**src/rtl/lcaus_pkg.sv**
```systemverilog
`default_nettype none
package lcaus_pkg;

   // defaults of the top level parameters
   localparam int DEF_NUM_LEAVES  = 16;
   localparam int DEF_NUM_UPLINKS = 4;
   localparam int DEF_METRIC_BITS = 8;

   // fixed field widths of the header format
   localparam int LEAF_BITS  = 4;
   localparam int TAG_BITS   = 2;
   localparam int WIRE_METRIC_BITS = 8;

   // uplinks compared per cycle by the back end, unless a stalled output holds its last group
   localparam int SCAN_LANES = 4;

   // command queue between front and back, power of two
   localparam int QUEUE_DEPTH = 2;

   localparam logic ACTION_OUT = 1'b0;
   localparam logic ACTION_IN  = 1'b1;

   localparam int CSR_INDEX_BITS = 2;
   localparam int CSR_DATA_BITS  = 16;
   localparam logic [CSR_INDEX_BITS-1:0] CSR_OWN_LEAF  = 2'd0;
   localparam logic [CSR_INDEX_BITS-1:0] CSR_COIN_SEED = 2'd1;

   localparam logic [15:0] SEED_DEFAULT = 16'd44257;
   localparam logic [15:0] LFSR_TAPS    = 16'hB400;

   typedef struct packed {
      logic                        action;
      logic [LEAF_BITS-1:0]        peer_leaf;
      logic [TAG_BITS-1:0]         path_tag_in;
      logic [WIRE_METRIC_BITS-1:0] path_metric_in;
      logic [TAG_BITS-1:0]         feedback_tag_in;
      logic [WIRE_METRIC_BITS-1:0] feedback_metric_in;
   } req_type;

   typedef struct packed {
      logic [LEAF_BITS-1:0]        source_leaf;
      logic [LEAF_BITS-1:0]        dest_leaf;
      logic [TAG_BITS-1:0]         chosen_uplink;
      logic [WIRE_METRIC_BITS-1:0] path_metric_out;
      logic [TAG_BITS-1:0]         feedback_tag_out;
      logic [WIRE_METRIC_BITS-1:0] feedback_metric_out;
   } rsp_type;

   // classified item: leaf and tags already wrapped, metrics already saturated
   typedef struct packed {
      logic                        action;
      logic [LEAF_BITS-1:0]        leaf;
      logic [TAG_BITS-1:0]         tag;
      logic [WIRE_METRIC_BITS-1:0] metric;
      logic [TAG_BITS-1:0]         fb_tag;
      logic [WIRE_METRIC_BITS-1:0] fb_metric;
   } cmd_type;

   typedef struct packed {
      logic                    seed_load;
      logic [15:0]             seed;
      logic [LEAF_BITS-1:0]    own_leaf;
   } cfg_type;

   // value mod modulus for every 4-bit value, built at elaboration
   function automatic logic [15:0][3:0] wrap_table16(input int modulus);
      logic [15:0][3:0] tbl;
      int               r;
      tbl = '0;
      for (int v = 0; v < 16; v++) begin
         r = v;
         for (int k = 0; k < 16; k++) begin
            if (r >= modulus) begin
               r = r - modulus;
            end
         end
         tbl[v] = 4'(r);
      end
      return tbl;
   endfunction

endpackage
`default_nettype wire

```
**src/rtl/lcaus_front.sv**
```systemverilog
`default_nettype none
module lcaus_front #(
   parameter int NUM_LEAVES  = 16,
   parameter int NUM_UPLINKS = 4,
   parameter int METRIC_BITS = 8
) (
   input  wire logic              clock,
   input  wire logic              reset,
   input  wire logic              req_valid,
   output logic                   req_stall,
   input  wire lcaus_pkg::req_type req_data,
   output logic                   q_valid,
   output lcaus_pkg::cmd_type     q_head,
   input  wire logic              q_pop
);
   import lcaus_pkg::*;

   localparam int QPTR_W = (QUEUE_DEPTH > 1) ? $clog2(QUEUE_DEPTH) : 1;
   localparam int QCNT_W = $clog2(QUEUE_DEPTH + 1);
   localparam logic [15:0][3:0] LEAF_WRAP = wrap_table16(NUM_LEAVES);
   localparam logic [15:0][3:0] TAG_WRAP  = wrap_table16(NUM_UPLINKS);
   localparam logic [WIRE_METRIC_BITS-1:0] METRIC_MAX =
      WIRE_METRIC_BITS'((1 << METRIC_BITS) - 1);

   cmd_type             cmd;
   logic [3:0]          tag_wrapped;
   logic [3:0]          fb_tag_wrapped;
   logic                push;
   logic                full;

   cmd_type             q_ff [QUEUE_DEPTH];
   logic [QPTR_W-1:0]   wr_ptr_ff, wr_ptr_in;
   logic [QPTR_W-1:0]   rd_ptr_ff, rd_ptr_in;
   logic [QCNT_W-1:0]   count_ff, count_in;

   // classify: wrap indexes, saturate metrics
   always_comb begin
      tag_wrapped    = TAG_WRAP[{2'b00, req_data.path_tag_in}];
      fb_tag_wrapped = TAG_WRAP[{2'b00, req_data.feedback_tag_in}];
      cmd.action     = req_data.action;
      cmd.leaf       = LEAF_WRAP[req_data.peer_leaf];
      cmd.tag        = tag_wrapped[TAG_BITS-1:0];
      cmd.fb_tag     = fb_tag_wrapped[TAG_BITS-1:0];
      cmd.metric     = (req_data.path_metric_in > METRIC_MAX) ?
                       METRIC_MAX : req_data.path_metric_in;
      cmd.fb_metric  = (req_data.feedback_metric_in > METRIC_MAX) ?
                       METRIC_MAX : req_data.feedback_metric_in;
   end

   assign full      = (count_ff == QCNT_W'(QUEUE_DEPTH));
   assign req_stall = full;
   assign push      = req_valid && !full;
   assign q_valid   = (count_ff != '0);
   assign q_head    = q_ff[rd_ptr_ff];

   always_comb begin
      wr_ptr_in = push  ? wr_ptr_ff + QPTR_W'(1) : wr_ptr_ff;
      rd_ptr_in = q_pop ? rd_ptr_ff + QPTR_W'(1) : rd_ptr_ff;
      count_in  = count_ff;
      if (push && !q_pop) begin
         count_in = count_ff + QCNT_W'(1);
      end else if (!push && q_pop) begin
         count_in = count_ff - QCNT_W'(1);
      end
   end

   always_ff @(posedge clock) begin
      if (reset) begin
         wr_ptr_ff <= '0;
         rd_ptr_ff <= '0;
         count_ff  <= '0;
      end else begin
         wr_ptr_ff <= wr_ptr_in;
         rd_ptr_ff <= rd_ptr_in;
         count_ff  <= count_in;
      end
   end

   always_ff @(posedge clock) begin
      if (push) begin
         q_ff[wr_ptr_ff] <= cmd;
      end
   end

endmodule
`default_nettype wire

```
**src/rtl/lcaus_back.sv**
```systemverilog
`default_nettype none
module lcaus_back #(
   parameter int NUM_LEAVES  = 16,
   parameter int NUM_UPLINKS = 4,
   parameter int METRIC_BITS = 8
) (
   input  wire logic               clock,
   input  wire logic               reset,
   input  wire lcaus_pkg::cfg_type cfg,
   input  wire logic               q_valid,
   input  wire lcaus_pkg::cmd_type q_head,
   output logic                    q_pop,
   output logic                    rsp_valid,
   input  wire logic               rsp_stall,
   output lcaus_pkg::rsp_type      rsp_data
);
   import lcaus_pkg::*;

   localparam int LEAF_W     = $clog2(NUM_LEAVES);
   localparam int UP_W       = $clog2(NUM_UPLINKS);
   localparam int MB         = METRIC_BITS;
   localparam int NUM_CHUNKS = (NUM_UPLINKS + SCAN_LANES - 1) / SCAN_LANES;
   localparam int PAD_LANES  = NUM_CHUNKS * SCAN_LANES;
   localparam int IDX_W      = $clog2(PAD_LANES);
   localparam int ROW_W      = NUM_UPLINKS * MB;
   localparam int PAD_W      = PAD_LANES * MB;
   localparam int LAST_BASE  = PAD_LANES - SCAN_LANES;

   localparam logic [0:0] ST_IDLE = 1'b0;
   localparam logic [0:0] ST_SCAN = 1'b1;

   // tables, one row per leaf
   logic [ROW_W-1:0]      to_mem   [NUM_LEAVES];
   logic [ROW_W-1:0]      from_mem [NUM_LEAVES];
   logic [UP_W-1:0]       ptr_mem  [NUM_LEAVES];

   logic [NUM_LEAVES-1:0] to_vld_ff, to_vld_in;
   logic [NUM_LEAVES-1:0] from_vld_ff, from_vld_in;
   logic [NUM_LEAVES-1:0] ptr_vld_ff, ptr_vld_in;

   logic [0:0]            state_ff, state_in;
   logic [IDX_W-1:0]      base_ff, base_in;
   logic [15:0]           lfsr_ff, lfsr_in;
   logic                  rsp_valid_ff, rsp_valid_in;
   rsp_type               rsp_data_ff, rsp_data_in;

   logic [ROW_W-1:0]      to_rd_ff;
   logic [ROW_W-1:0]      from_rd_ff;
   logic [UP_W-1:0]       ptr_rd_ff;
   logic                  to_rd_vld_ff, from_rd_vld_ff, ptr_rd_vld_ff;
   logic [LEAF_BITS-1:0]  cur_leaf_ff;
   logic [PAD_W-1:0]      work_ff, work_in;
   logic [MB-1:0]         best_val_ff, best_val_in;
   logic [UP_W-1:0]       best_idx_ff, best_idx_in;

   logic                  pop;
   logic                  arrive;
   logic                  depart;
   logic [LEAF_W-1:0]     head_leaf;
   logic [LEAF_W-1:0]     cur_leaf;
   logic [UP_W-1:0]       head_tag;
   logic [UP_W-1:0]       head_fb_tag;

   logic [NUM_UPLINKS-1:0] to_lane_en, from_lane_en;
   logic [ROW_W-1:0]      to_wdata, from_wdata;
   logic                  ptr_we;
   logic [LEAF_W-1:0]     ptr_addr;
   logic [UP_W-1:0]       ptr_wdata;

   logic [ROW_W-1:0]      to_row, from_row;
   logic [UP_W-1:0]       ptr_cur, ptr_next;
   logic [MB-1:0]         fb_val;
   logic                  chunk0;
   logic                  last;
   logic                  out_free;
   logic                  advance;
   logic                  finish;
   logic [PAD_W-1:0]      work_src;
   logic [15:0]           scan_lfsr;
   logic [MB-1:0]         scan_val;
   logic [UP_W-1:0]       scan_idx;
   logic [IDX_W-1:0]      idx;
   logic [MB-1:0]         lane_val;
   logic                  coin;

   assign pop         = (state_ff == ST_IDLE) && q_valid;
   assign arrive      = pop && (q_head.action == ACTION_IN);
   assign depart      = pop && (q_head.action == ACTION_OUT);
   assign q_pop       = pop;
   assign head_leaf   = LEAF_W'(q_head.leaf);
   assign cur_leaf    = LEAF_W'(cur_leaf_ff);
   assign head_tag    = UP_W'(q_head.tag);
   assign head_fb_tag = UP_W'(q_head.fb_tag);

   // a first write to a row that was never written fills the rest with zero
   always_comb begin
      to_wdata   = '0;
      from_wdata = '0;
      to_wdata[head_fb_tag*MB +: MB] = MB'(q_head.fb_metric);
      from_wdata[head_tag*MB +: MB]  = MB'(q_head.metric);
      to_lane_en   = '0;
      from_lane_en = '0;
      if (arrive) begin
         if (to_vld_ff[head_leaf]) begin
            to_lane_en[head_fb_tag] = 1'b1;
         end else begin
            to_lane_en = '1;
         end
         if (from_vld_ff[head_leaf]) begin
            from_lane_en[head_tag] = 1'b1;
         end else begin
            from_lane_en = '1;
         end
      end
   end

   always_comb begin
      to_row   = to_rd_vld_ff ? to_rd_ff : '0;
      from_row = from_rd_vld_ff ? from_rd_ff : '0;
      ptr_cur  = ptr_rd_vld_ff ? ptr_rd_ff : '0;
      fb_val   = from_row[ptr_cur*MB +: MB];
      ptr_next = (ptr_cur == UP_W'(NUM_UPLINKS - 1)) ? '0 : ptr_cur + UP_W'(1);
   end

   // scan one group of uplinks; equal metrics are settled by the coin bit
   always_comb begin
      chunk0    = (base_ff == '0);
      work_src  = chunk0 ? PAD_W'(to_row) : work_ff;
      scan_val  = chunk0 ? work_src[MB-1:0] : best_val_ff;
      scan_idx  = chunk0 ? '0 : best_idx_ff;
      scan_lfsr = lfsr_ff;
      idx       = '0;
      lane_val  = '0;
      coin      = 1'b0;
      for (int j = 0; j < SCAN_LANES; j++) begin
         idx      = base_ff + IDX_W'(j);
         lane_val = work_src[j*MB +: MB];
         if ((idx != '0) && (int'(idx) < NUM_UPLINKS)) begin
            if (lane_val == scan_val) begin
               coin      = scan_lfsr[0];
               scan_lfsr = (scan_lfsr >> 1) ^ (coin ? LFSR_TAPS : 16'h0000);
               if (coin) begin
                  scan_idx = UP_W'(idx);
               end
            end else if (lane_val < scan_val) begin
               scan_val = lane_val;
               scan_idx = UP_W'(idx);
            end
         end
      end
      work_in = work_src >> (SCAN_LANES * MB);
   end

   assign last     = (base_ff == IDX_W'(LAST_BASE));
   assign out_free = !rsp_valid_ff || !rsp_stall;
   assign advance  = (state_ff == ST_SCAN) && (!last || out_free);
   assign finish   = (state_ff == ST_SCAN) && last && out_free;

   always_comb begin
      ptr_we    = arrive || finish;
      ptr_addr  = arrive ? head_leaf : cur_leaf;
      ptr_wdata = arrive ? head_tag : ptr_next;

      to_vld_in   = to_vld_ff;
      from_vld_in = from_vld_ff;
      ptr_vld_in  = ptr_vld_ff;
      if (arrive) begin
         to_vld_in[head_leaf]   = 1'b1;
         from_vld_in[head_leaf] = 1'b1;
      end
      if (ptr_we) begin
         ptr_vld_in[ptr_addr] = 1'b1;
      end

      state_in = state_ff;
      case (state_ff)
         ST_IDLE: begin
            if (depart) begin
               state_in = ST_SCAN;
            end
         end
         ST_SCAN: begin
            if (finish) begin
               state_in = ST_IDLE;
            end
         end
         default: begin
            state_in = ST_IDLE;
         end
      endcase

      base_in = base_ff;
      if (depart || finish) begin
         base_in = '0;
      end else if (advance) begin
         base_in = base_ff + IDX_W'(SCAN_LANES);
      end

      if (cfg.seed_load) begin
         lfsr_in = (cfg.seed == '0) ? SEED_DEFAULT : cfg.seed;
      end else if (advance) begin
         lfsr_in = scan_lfsr;
      end else begin
         lfsr_in = lfsr_ff;
      end

      best_val_in = advance ? scan_val : best_val_ff;
      best_idx_in = advance ? scan_idx : best_idx_ff;

      rsp_valid_in = rsp_valid_ff;
      if (finish) begin
         rsp_valid_in = 1'b1;
      end else if (!rsp_stall) begin
         rsp_valid_in = 1'b0;
      end

      rsp_data_in = rsp_data_ff;
      if (finish) begin
         rsp_data_in.source_leaf         = cfg.own_leaf;
         rsp_data_in.dest_leaf           = cur_leaf_ff;
         rsp_data_in.chosen_uplink       = TAG_BITS'(scan_idx);
         rsp_data_in.path_metric_out     = '0;
         rsp_data_in.feedback_tag_out    = TAG_BITS'(ptr_cur);
         rsp_data_in.feedback_metric_out = WIRE_METRIC_BITS'(fb_val);
      end
   end

   always_ff @(posedge clock) begin
      if (reset) begin
         state_ff     <= ST_IDLE;
         base_ff      <= '0;
         lfsr_ff      <= SEED_DEFAULT;
         rsp_valid_ff <= 1'b0;
         to_vld_ff    <= '0;
         from_vld_ff  <= '0;
         ptr_vld_ff   <= '0;
      end else begin
         state_ff     <= state_in;
         base_ff      <= base_in;
         lfsr_ff      <= lfsr_in;
         rsp_valid_ff <= rsp_valid_in;
         to_vld_ff    <= to_vld_in;
         from_vld_ff  <= from_vld_in;
         ptr_vld_ff   <= ptr_vld_in;
      end
   end

   always_ff @(posedge clock) begin
      rsp_data_ff <= rsp_data_in;
      best_val_ff <= best_val_in;
      best_idx_ff <= best_idx_in;
      if (advance) begin
         work_ff <= work_in;
      end
      if (depart) begin
         cur_leaf_ff    <= q_head.leaf;
         to_rd_vld_ff   <= to_vld_ff[head_leaf];
         from_rd_vld_ff <= from_vld_ff[head_leaf];
         ptr_rd_vld_ff  <= ptr_vld_ff[head_leaf];
      end
   end

   // table memories: lane-enabled row write, registered row read
   always_ff @(posedge clock) begin
      for (int l = 0; l < NUM_UPLINKS; l++) begin
         if (to_lane_en[l]) begin
            to_mem[head_leaf][l*MB +: MB] <= to_wdata[l*MB +: MB];
         end
         if (from_lane_en[l]) begin
            from_mem[head_leaf][l*MB +: MB] <= from_wdata[l*MB +: MB];
         end
      end
      if (depart) begin
         to_rd_ff   <= to_mem[head_leaf];
         from_rd_ff <= from_mem[head_leaf];
      end
   end

   always_ff @(posedge clock) begin
      if (ptr_we) begin
         ptr_mem[ptr_addr] <= ptr_wdata;
      end
      if (depart) begin
         ptr_rd_ff <= ptr_mem[head_leaf];
      end
   end

   assign rsp_valid = rsp_valid_ff;
   assign rsp_data  = rsp_data_ff;

endmodule
`default_nettype wire

```
**src/rtl/leaf_congestion_aware_uplink_select.sv**
```systemverilog
// Leaf uplink selector with congestion feedback.
// req channel: one packet header per item. An outgoing item (action 0) asks
// for the least congested uplink toward peer_leaf and gives exactly one rsp
// item; an arriving item (action 1) updates the tables for peer_leaf and
// gives no rsp item.
// csr port: index 0 sets own_leaf_id, index 1 loads the tie-break LFSR seed
// (zero means the default seed). Write only while no item is in flight.
// For an outgoing item the back end first does a registered row read, then
// compares the uplinks in groups of four in the compare chain and registers
// the result for rsp; it takes no new item until that scan is done. An
// arriving item only updates the tables, and the back end stays ready for
// the next item.
// A two-entry queue sits between the classifying front end and the back end.
// Reset: tables read as zero through per-row valid bits, no clearing pass;
// feedback pointers read as zero; the LFSR starts from 44257.
// rsp_stall: the result stays in the output register, the back end waits at
// the end of its scan, the queue fills and then req_stall rises.
`default_nettype none
module leaf_congestion_aware_uplink_select #(
   parameter int NUM_LEAVES  = lcaus_pkg::DEF_NUM_LEAVES,
   parameter int NUM_UPLINKS = lcaus_pkg::DEF_NUM_UPLINKS,
   parameter int METRIC_BITS = lcaus_pkg::DEF_METRIC_BITS
) (
   input  wire logic                                    clock,
   input  wire logic                                    reset,
   input  wire logic                                    req_valid,
   output logic                                         req_stall,
   input  wire lcaus_pkg::req_type                      req_data,
   output logic                                         rsp_valid,
   input  wire logic                                    rsp_stall,
   output lcaus_pkg::rsp_type                           rsp_data,
   input  wire logic                                    csr_wr_en,
   input  wire logic [lcaus_pkg::CSR_INDEX_BITS-1:0]    csr_index,
   input  wire logic [lcaus_pkg::CSR_DATA_BITS-1:0]     csr_wdata
);
   import lcaus_pkg::*;

   logic [LEAF_BITS-1:0] own_leaf_ff, own_leaf_in;
   cfg_type              cfg;
   logic                 q_valid;
   logic                 q_pop;
   cmd_type              q_head;

   always_comb begin
      own_leaf_in = own_leaf_ff;
      if (csr_wr_en && (csr_index == CSR_OWN_LEAF)) begin
         own_leaf_in = csr_wdata[LEAF_BITS-1:0];
      end
      cfg.seed_load = csr_wr_en && (csr_index == CSR_COIN_SEED);
      cfg.seed      = csr_wdata[15:0];
      cfg.own_leaf  = own_leaf_ff;
   end

   always_ff @(posedge clock) begin
      if (reset) begin
         own_leaf_ff <= '0;
      end else begin
         own_leaf_ff <= own_leaf_in;
      end
   end

   lcaus_front #(
      .NUM_LEAVES  (NUM_LEAVES),
      .NUM_UPLINKS (NUM_UPLINKS),
      .METRIC_BITS (METRIC_BITS)
   ) u_front (
      .clock     (clock),
      .reset     (reset),
      .req_valid (req_valid),
      .req_stall (req_stall),
      .req_data  (req_data),
      .q_valid   (q_valid),
      .q_head    (q_head),
      .q_pop     (q_pop)
   );

   lcaus_back #(
      .NUM_LEAVES  (NUM_LEAVES),
      .NUM_UPLINKS (NUM_UPLINKS),
      .METRIC_BITS (METRIC_BITS)
   ) u_back (
      .clock     (clock),
      .reset     (reset),
      .cfg       (cfg),
      .q_valid   (q_valid),
      .q_head    (q_head),
      .q_pop     (q_pop),
      .rsp_valid (rsp_valid),
      .rsp_stall (rsp_stall),
      .rsp_data  (rsp_data)
   );

   // no result survives a reset
   a_reset_clears_rsp: assert property (@(posedge clock) reset |=> !rsp_valid)
      else $error("result valid right after reset");

   // result indexes stay inside the configured table
   a_rsp_in_range: assert property (@(posedge clock) disable iff (reset)
      rsp_valid |-> (int'(rsp_data.chosen_uplink) < NUM_UPLINKS) &&
                    (int'(rsp_data.feedback_tag_out) < NUM_UPLINKS) &&
                    (int'(rsp_data.dest_leaf) < NUM_LEAVES))
      else $error("result index out of range");

   // back end only takes an item the queue holds
   a_pop_needs_item: assert property (@(posedge clock) disable iff (reset)
      q_pop |-> q_valid)
      else $error("pop from empty queue");

   // new results only come from the back end finishing a scan
   a_rsp_from_scan: assert property (@(posedge clock) disable iff (reset)
      $rose(rsp_valid) |-> !$past(q_pop))
      else $error("result appeared in the cycle after a pop");

endmodule
`default_nettype wire

```
**config.mk**
```make
export PLATFORM = sky130hd
export DESIGN_NAME = leaf_congestion_aware_uplink_select
export DESIGN_NICKNAME = d
export VERILOG_FILES = /design/src/rtl/lcaus_pkg.sv /design/src/rtl/lcaus_front.sv /design/src/rtl/lcaus_back.sv /design/src/rtl/leaf_congestion_aware_uplink_select.sv
export SDC_FILE = /design/constraint.sdc
export NUM_CORES = 1
export LEC_CHECK = 0
export ABC_AREA = 1
export BUFFER_PORTS_ARGS = -buffer_cell sky130_fd_sc_hd__clkbuf_2
export CORE_MARGIN = 2
export CORE_UTILIZATION = 40
export CTS_CLUSTER_SIZE = 24
export DETAILED_ROUTE_END_ITERATION = 10
export PLACE_DENSITY_LB_ADDON = 0.2
export SETUP_SLACK_MARGIN = 0.3
export SYNTH_ARGS = -nofsm -noshare
export SYNTH_HDL_FRONTEND = slang
export SYNTH_SLANG_ARGS = --single-unit
export TNS_END_PERCENT = 5
```
**constraint.sdc**
```tcl
create_clock -name clock -period 12.4 [get_ports clock]
set_input_delay 1.24 -clock clock [delete_from_list [all_inputs] [get_ports clock]]
set_output_delay 1.24 -clock clock [all_outputs]
set_load 0.05 [all_outputs]
```
Word level (Yosys, flattened, before mapping)

Memories as Yosys holds them, arrays and structs flattened. A register that Yosys moved wholly into a read port is not among the register bits.
Index checks and enable logic that the tools add are counted.

Memory bits (read-only): 64
Register bits after elaboration: 101
Memories kept: 5
Bits of input ports: 48
Output and inout bits: 30
Memory bits (writable): 1,106
Word-level logic and storage cells: 176

Memories:

| name             | words | bits a word | read ports | clocked after memory_dff | wr ports | line              | text |
|---|---|---|---|---|---|---|---|
| u_back.from_mem  | 16    | 32          | 1          | 1                        | 1        | lcaus_back.sv:34  | `logic [ROW_W-1:0] from_mem [NUM_LEAVES];` |
| u_back.to_mem    | 16    | 32          | 1          | 1                        | 1        | lcaus_back.sv:33  | `logic [ROW_W-1:0] to_mem [NUM_LEAVES];` |
| (name not given) | 16    | 4           | 1          | 0                        | 0        | lcaus_front.sv:41 | `cmd.leaf = LEAF_WRAP[req_data.peer_leaf];` |
| u_front.q_ff     | 2     | 25          | 1          | 1                        | 1        | lcaus_front.sv:31 | `cmd_type q_ff [QUEUE_DEPTH];` |
| u_back.ptr_mem   | 16    | 2           | 1          | 1                        | 1        | lcaus_back.sv:35  | `logic [UP_W-1:0] ptr_mem [NUM_LEAVES];` |

Bitwise logic cells: 10
Shift-type cells: 5
Add/subtract/negate cells: 7
Reductions and logical operators: 25
$lt $le $gt $ge: 16
Multiplexer cells: 82
Eq/ne operators: 7

Operator list:

| cell                                                        | count |
|---|---|
| two-way mux 16 bit                                          | 9 |
| negation 5 -> 34 bit                                        | 2 |
| variable shift 8 x 34 -> 32 bit (first input constant)      | 2 |
| indexed part select 8 x 34 -> 32 bit                        | 2 |
| bitwise AND 32 bit                                          | 2 |
| two-way mux 32 bit                                          | 2 |
| two-way mux 8 bit                                           | 6 |
| bitwise OR 16 bit                                           | 3 |
| bitwise XOR 15 x 16 -> 16 bit                               | 3 |
| two-way mux 1 bit                                           | 35 |
| indexed part select 32 x 6 -> 8 bit                         | 1 |
| two-way mux 2 bit                                           | 14 |
| == test 8 bit                                               | 3 |
| less-than comparator 8 bit                                  | 3 |
| two-way mux 4 bit                                           | 6 |
| binary-select mux 4 bit (select 2 bit)                      | 2 |
| > comparator 8 bit (second input constant)                  | 2 |
| logical NOT 16 bit                                          | 1 |
| less-than comparator 4 x 5 -> 1 bit (second input constant) | 3 |
| logical AND 1 bit                                           | 13 |
| binary-select mux 1 bit (select 4 bit)                      | 3 |
| less-than comparator 2 x 5 -> 1 bit (second input constant) | 2 |
| demux 1 bit (select 4 bit)                                  | 2 |
| >= comparator 4 x 1 -> 1 bit (second input constant)        | 2 |
| 15 further kinds                                            | 29 |

Longest topological paths before layout

Gate-level depths: netlist of the first run.

Depth in word-level cells: 11
Gate-level depth with buffers: 36
Depth with buffers taken out: 33

Hierarchy

From an unflattened synthesis of the first run, not the netlist that was laid out.

Cell total of the unflattened synthesis: 3,484
Area, all modules: 49,892.9 um2

Modules (own cells, without submodules):

| module                              | instances | area an instance (um2) | cells an instance |
|---|---|---|---|
| lcaus_back                          | 1         | 47,551.9               | 3,342 |
| lcaus_front                         | 1         | 2,148.3                | 113 |
| leaf_congestion_aware_uplink_select | 1         | 192.7                  | 29 |

Least setup slack after synthesis of the first run

Ideal clock, no wire load.

Kind: reg-to-reg
Start point: reg u_back.to_rd_vld_ff
End point: reg u_back.lfsr_ff[15]
Period minus slack after synthesis: 5.041 ns
Slack: 7.359 ns
Cell stages (with the launch flop): 30
Library setup time: 0.131 ns
Arrival: 4.910 ns
Data required time: 12.269 ns
Cells stage by stage: edfxtp_1 > clkbuf_1 > clkbuf_1 > nand2_1 > ha_1 > nand2_1 > nor3_2 > nand2_2 > inv_1 > nor2_1 > buf_2 > o21ai_0 > inv_1 > ha_1 > nand2_1 > nor2_1 > nand2_1 > nand3_1 > inv_1 > buf_1 > o21ai_1 > ha_1 > nand2_1 > nor2_1 > nand2_1 > inv_1 > buf_1 > a21oi_1 > o21ai_0 > nand3_1

Cells in the longest elaborated chain, start to end: 11
Elaborated cells on any way between the ends: 19

Ends and longest elaborated chain:

| what                                                           | line                                 | text |
|---|---|---|
| from (decl)                                                    | lcaus_back.sv:50                     | `logic to_rd_vld_ff, from_rd_vld_ff, ptr_rd_vld_ff;` |
| from (signal assigned)                                         | lcaus_back.sv:257                    | `to_rd_vld_ff <= to_vld_ff[head_leaf];` |
| two-way mux 32 bit *                                           | lcaus_back.sv:118                    | `to_row = to_rd_vld_ff ? to_rd_ff : '0;` |
| less-than comparator 8 bit                                     | lcaus_back.sv:145                    | `end else if (lane_val < scan_val) begin` |
| two-way mux 8 bit                                              | lcaus_back.sv:145                    |  |
| two-way mux 8 bit                                              | lcaus_back.sv:139                    | `if (lane_val == scan_val) begin` |
| less-than comparator 8 bit or == test 8 bit (tied branches)    | lcaus_back.sv:145, lcaus_back.sv:139 |  |
| two-way mux 8 bit or two-way mux 16 bit (tied branches)        | lcaus_back.sv:145, lcaus_back.sv:139 |  |
| two-way mux 8 bit or two-way mux 16 bit (tied branches)        | lcaus_back.sv:139, lcaus_back.sv:141 |  |
| == test 8 bit or bitwise XOR 15 x 16 -> 16 bit (tied branches) | lcaus_back.sv:139, lcaus_back.sv:141 |  |
| two-way mux 16 bit *                                           | lcaus_back.sv:139                    |  |
| two-way mux 16 bit *                                           | lcaus_back.sv:201                    | `end else if (advance) begin` |
| two-way mux 16 bit *                                           | lcaus_back.sv:199                    | `if (cfg.seed_load) begin` |
| to (signal assigned)                                           | lcaus_back.sv:240                    | `lfsr_ff <= lfsr_in;` |
| to (decl)                                                      | lcaus_back.sv:43                     | `logic [15:0] lfsr_ff, lfsr_in;` |

Mark *: on every way between the ends. The rest lies on a longest branch, timed or not. The select of a mux whose other input is x is not followed.
A chain may end at the register's enable or synchronous reset.

Worst setup path after layout of the first run

Start point: reg u_back.to_rd_vld_ff
End point: reg u_back.rsp_data_ff (netlist bit u_back.rsp_data[18]) (data pin)

Cells in the longest elaborated chain, start to end: 10
Elaborated cells on any way between the ends: 22

Ends and longest elaborated chain:

| what                       | line              | text |
|---|---|---|
| two-way mux 32 bit *       | lcaus_back.sv:118 |  |
| less-than comparator 8 bit | lcaus_back.sv:145 |  |
| two-way mux 8 bit          | lcaus_back.sv:145 |  |
| two-way mux 8 bit          | lcaus_back.sv:139 |  |
| less-than comparator 8 bit | lcaus_back.sv:145 |  |
| two-way mux 8 bit          | lcaus_back.sv:145 |  |
| two-way mux 8 bit          | lcaus_back.sv:139 |  |
| less-than comparator 8 bit | lcaus_back.sv:145 |  |
| two-way mux 2 bit          | lcaus_back.sv:145 |  |
| two-way mux 2 bit *        | lcaus_back.sv:139 |  |
| via u_back.scan_idx[0]     | lcaus_back.sv:81  | `logic [UP_W-1:0] scan_idx;` |
| to (signal assigned)       | lcaus_back.sv:249 | `rsp_data_ff <= rsp_data_in;` |
| to (decl)                  | lcaus_back.sv:45  | `rsp_type rsp_data_ff, rsp_data_in;` |

Mark *: on every way through the listed nets, which the timed path passes. The rest lies on a longest branch.

==> run metrics, run 1 <==
Gate power share 28.6%; Tot GR Track Use 21.0%; Num Clock Sinks 1274; CTS tree yes; share of layout cells above drive strength 1 9.24%; Yosys Warn Count 0; post-route setup slack between 4 and 5 ns; first-pass GRT wire length 198000 um; Resized cells post-CTS 0; Fin Hold WS 0.437 ns; total power between 10 and 15 mW; Sw Pwr 4.62 mW; Post-Syn Area per Cell around 13 sq um; total gr overflow 0; relative slew slack 9.36%; vias in the first global route approximately 30000; synth top area cells edfxtp_1 (72%), a22oi_1 (8.1%), nand2_1 (6.0%); failing checks DRC; multi-input logic area 10900 sq um; status finished, violations left; FP Rows 129; Tmin final between 7 and 8 ns; clock buffer depth 3; CP Class reg2reg; Post-Syn Instances approximately 3700; initial antenna violation count 4; Non-Filler Instances 5534; placed insts 5291; die width 357 um; Pwr Density 233 nW/um^2; Commonest cells post-synth edfxtp_1 (1199), nand2_1 (804), a22oi_1 (536), nor2_1 (266), inv_1 (182); drt wl/cell 24.2 um; Yosys top cell by area edfxtp_1; antenna cell count 0; antenna-violating nets left 0; IO Count approximately 80; DIE AREA ~130000 sq um; RSZ-0062 raised after global routing false; Max-Cap Viols 0; largest net degree at the start of global routing roughly 170; top_reg_cell synth edfxtp_1; via/cell ratio around 5.5; Post-synth EDFFs 1199; post-CTS setup buffer count 0; Leakage Power between 20 and 25 nW; Yosys cell types 41; Net Sw Frac 35.1%; sequential power share 41.0%; Fmax roughly 130 MHz; sequential fraction of the synthesis area 75.2%; Post-Syn Area 49900 sq um; Worst VDD drop ~0.00019 V; internal power around 8.5 mW; FF+latch area 37500 sq um; area grow syn2layout 13.0%; DP HPWL between 80000 and 90000 um; initial cell density of the core 40.3%; clk_skew 0.0308 ns; Vias 30500; most common cell in the netlist edfxtp_1; Final Cycle Share 60.0%; drc violations 3; Hold Violations, Final 0; fill cell count 11000; measured slew at the worst slew-check pin roughly 1.4 ns; placed cell area roughly 52000 sq um; worst min path class reg2reg; async set or reset register ratio after synthesis 0%; design area approximately 56000 sq um; Critical Path Start Type flip-flop; Finished Core Util 45.5%; Final GP Congestion 0.838; hold buffers post-CTS 0; setup slack at placement 4.99 ns; crit path max fanout 34; clock slew at reported path FFs 0.06 ns; final setup violation count 0; CTS buffer count 136; CP Data Required Time 12.89 ns; clock group share of total power 30.4%; Yosys reg bits 1274; max-slew violation count 0; total core area between 100000 and 150000 sq um; final setup TNS 0 ns; Root Driver clkbuf_16; Yosys top cell area share between 70 and 80%; Crit. End Element flip-flop; Port Buf Inserts 69; die outline height 357 um; htree depth 4; drt total wl 134000 um; iteration count of the initial detailed-routing pass 11; Worst Path Arrival 7.93 ns; final net count roughly 3900; Initial DRC Count 3330; Worst-Skew Late Latency 0.74 ns
[cells in the final DEF (no fill, tap or decap), drive strengths merged]
cell	instances
o221ai	1
nor2	283
o21ai	91
dfxtp	75
a31oi	2
nor3	18
a21oi	88
a211oi	3
clkinv	48
o21a	1
o2111ai	1
o211ai	6
conb	8
buf	61
clkbuf	251
nand4	73
inv	192
or2	15
xor2	1
edfxtp	1199
o22ai	17
nand3b	1
clkinvlp	3
nand2	806
nand3	66
xnor2	2
bufinv	11
o21bai	1
nor4	1
a22oi	536
ha	36
[path summary, 6_finish.rpt]
kind / cells past startpoint / startpoint / slack, ns / end
setup / recovery: 26 / u_back.to_rd_vld_ff / 4.96 / u_back.rsp_data[18]
hold / removal: 0 / own_leaf_ff[3] / 0.44 / u_back.rsp_data[27]
setup reg to reg: 26 / u_back.to_rd_vld_ff / 4.96 / u_back.rsp_data[18]
hold reg to reg: 0 / own_leaf_ff[3] / 0.44 / u_back.rsp_data[27]
[cells by family (layout without fill, tap and decap cells)]
logic type	count (synthesis)	in the layout	share of synthesized area, %
flip-flops	1274	1274	75.2
adder cells (fa/ha/maj)	36	36	0.903
AND/OR/NAND/NOR	1263	1263	10.4
AO/OA/AOI/OAI	747	747	10.4
XOR/XNOR	3	3	0.0527
other	1	8	0.00752
buffers and inverters	391	566	3.14
[worst max-delay path: stages, from the launching register on]
cell	delay, ns
edfxtp_1	1.01
nand2_1	0.17
ha_1	0.36
nand2_1	0.10
nor3_2	0.59
nand2_2	0.50
inv_1	0.18
nor2_1	0.22
o21ai_0	0.35
inv_1	0.08
ha_1	0.27
nand2_1	0.09
nor2_1	0.06
nand2_1	0.48
nand3_1	0.24
inv_1	0.35
nand2_1	0.09
o21ai_1	0.09
ha_1	0.27
nand4_1	0.11
inv_1	0.06
nand2_1	0.51
inv_1	0.44
nand3_1	0.31
nand2_1	0.08
inv_1	0.07
o21ai_0	0.07
[cell type report]
cell class              instances  share of cell area [%]
multi-input cells            2057                    19.3
clock buffers                 182                    6.62
inverters                     193                    1.30
flip-flops and latches       1274                    66.5
well taps                    1637                    3.63
repair buffers                130                    1.47
clock inverters                61                    1.12
[power by group through the flow]
stage               Sequential (mW)  Clock (mW)  Combinational [mW]
detailed placement             5.48           0                3.77
CTS                            5.40        4.06                3.78
global route                   5.42        4.25                4.14
global placement               5.48           0                3.75
floorplan                      5.50           0                2.39
finish                         5.40        4.00                3.76
[registers in the layout (all words and copies together) (netlist names), 2 cells and up, named ones only]
register,count
u_back.ptr_rd_ff,2
u_back.ptr_mem,32
u_front.count_ff,2
u_back.lfsr_ff,16
u_back.from_vld_ff,16
u_back.from_rd_ff,32
own_leaf_ff,4
u_back.rsp_data,20
u_back.to_rd_ff,32
u_back.to_mem,512
u_back.to_vld_ff,16
u_back.from_mem,512
u_back.ptr_vld_ff,16
u_front.q_ff,50
u_back.cur_leaf,4
[routing by layer]
metal / vias up / GRT usage, % / share of wire, %
li1: 13900 / - / -
met1: 15300 / 29.9 / 44
met2: 1085 / 32.8 / 46
met3: 208 / 3.73 / 6.8
met4: 0 / 6.55 / 2.9
met5: - / 0 / 0
(Power assumes the default switching activity.)
==> run 2: changes to the inputs <==
clock period = 7.25 ns   (was 12.4 ns; I/O delays follow)
==> run metrics, run 2 (synthesis gave the netlist of run 1 again) <==
status finished, violations left (unchanged); failing checks DRC (unchanged); Worst path max stage delay 0.70 ns (was 1.01 ns); final setup violation count 0 (unchanged); CP Class reg2reg (unchanged); final net count 3874 (was 3876); Gate power share 28.8% (was 28.6%); worst reg-to-reg path cell count 28 (was 26); Worst-Skew Late Latency 0.76 ns (was 0.74 ns); cell repeated most along the worst path nand2_1 (unchanged); post-CTS setup buffer count 0 (unchanged); Vias 30400 (was 30500); Pwr Density 401 nW/um^2 (was 233 nW/um^2); Final Cycle Share 84.8% (was 60.0%); drc violations 6 (was 3); via/cell ratio 5.49 (was 5.51); Worst VDD drop 0.000395 V (was 0.000191 V); die outline height 357 um (unchanged); setup slack at placement 0.423 ns (was 4.99 ns); FP Rows 129 (unchanged); total power 22.6 mW (was 13.2 mW); clock group share of total power 30.4% (about the same); Tot GR Track Use 21.0% (about the same); final setup TNS 0 ns (unchanged); DIE AREA 128000 sq um (unchanged); initial antenna violation count 4 (unchanged); largest net degree at the start of global routing 148 (was 169); Root Driver clkbuf_16 (unchanged); clk_skew 0.0281 ns (was 0.0308 ns); slowest stage cell, crit path edfxtp_1 (unchanged); Port Buf Inserts 69 (unchanged); crit path max fanout 33 (was 34); Leakage Power 20.7 nW (about the same); Net Sw Frac 35.0% (was 35.1%); Final GP Congestion 0.829 (was 0.838); Max-Cap Viols 0 (unchanged); Non-Filler Instances 5532 (was 5534); antenna-violating nets left 0 (unchanged); Fmax 163 MHz (was 134 MHz); Num Clock Sinks 1274 (unchanged); htree depth 4 (unchanged); worst min path class in2reg (was reg2reg); Hold Violations, Final 0 (unchanged); max-slew violation count 0 (unchanged); CTS buffer count 137 (was 136); relative slew slack 9.78% (was 9.36%); RSZ-0062 raised after global routing false (unchanged); Tmin final 6.15 ns (was 7.44 ns); Initial DRC Count 3039 (was 3330); total core area 124000 sq um (unchanged); Finished Core Util 45.6% (was 45.5%); CTS tree yes (unchanged); Crit. End Element flip-flop (unchanged); leading registers by flop count u_back.from_mem (512), u_back.to_mem (512), u_front.q_ff (50) (unchanged); clock slew at reported path FFs 0.06 ns (about the same); initial cell density of the core 40.3% (unchanged); post-route setup slack 1.10 ns (was 4.96 ns); first-pass GRT wire length 197000 um (was 198000 um); hold path cells 1 (was 0); drt total wl 135000 um (was 134000 um); Critical Path Start Type flip-flop (unchanged); die width 357 um (unchanged); iteration count of the initial detailed-routing pass 11 (unchanged); most frequent cells in the layout edfxtp_1 (1199), nand2_1 (803), a22oi_1 (536) (was edfxtp_1 (1199), nand2_1 (804), a22oi_1 (536)); clock buffer depth 3 (unchanged); drt wl/cell 24.3 um (was 24.2 um); total gr overflow 0 (unchanged); CP Data Required Time 7.89 ns (was 12.89 ns); measured slew at the worst slew-check pin 1.35 ns (about the same); area grow syn2layout 13.1% (was 13.0%); DP HPWL 80100 um (was 80900 um); vias in the first global route 29500 (was 29600); commonest non-fill, non-tap cell in the layout edfxtp_1 (unchanged); Sw Pwr 7.92 mW (was 4.62 mW); Worst Path Arrival 6.78 ns (was 7.93 ns); placed insts 5288 (was 5291); sequential power share 40.8% (was 41.0%); share of layout cells above drive strength 1 9.35% (was 9.24%); IO Count 78 (unchanged); internal power 14.7 mW (was 8.54 mW)
## run 2: worst max-delay path, delay by kind of cell, from the launching register on
family	cells	cell delay, ns
compound gates	2	0.43
fa+ha+maj	3	0.90
buf+inv	6	1.60
flops	1	0.70
simple gates	17	2.39
## run 2: final cells by class
class                      count  area [sq um]
clock buffer                 181          3760
clock inverter                62           637
sequential                  1274         37500
tap                         1637          2050
fill                       10900         67400
timing repair buffer         127           818
multi-input combinational   2057         10900
inverter                     193           732
antenna                        1          2.50
## run 2: what timing repair did
action	CTS	global route
hold buffers	0	0
gates resized for setup	0	5
endpoints found under the setup margin	0	18
endpoints found under the hold margin	0	0
## run 2: worst paths after layout
path	start	slack [ns]	endpoint
max	u_back.to_rd_vld_ff	1.10	u_back.lfsr_ff[13]
min	req_data[15]	0.16	u_front.q_ff[0][15]
max reg2reg	u_back.to_rd_vld_ff	1.10	u_back.lfsr_ff[13]
min reg2reg	own_leaf_ff[1]	0.43	u_back.rsp_data[25]
## run 2: per-layer routing
| metal | global-route usage [%] | share of wire [%] |
|---|---|---|
| met3 | 3.57 | 6.8 |
| met2 | 33.3 | 47 |
| met4 | 5.88 | 2.2 |
| met5 | 0 | 0.0097 |
| met1 | 30.0 | 44 |
## run 2: stage by stage
step | hold slack, ns | area, sq um
2_1_floorplan | 0.403 | 49900
3_3_place_gp | 0.412 | 52000
3_5_place_dp | 0.415 | 52000
4_1_cts | 0.0959 | 56400
5_1_grt | 0.122 | 56400
6_report | 0.155 | 56400
## run 2: power by group through the flow
stage	clock (mW)	sequential [mW]	combinational, mW
finish	6.88	9.23	6.51
global route	7.29	9.27	7.16
CTS	6.99	9.23	6.51
detailed placement	0	9.38	6.49
floorplan	0	9.41	4.09
global placement	0	9.37	6.45
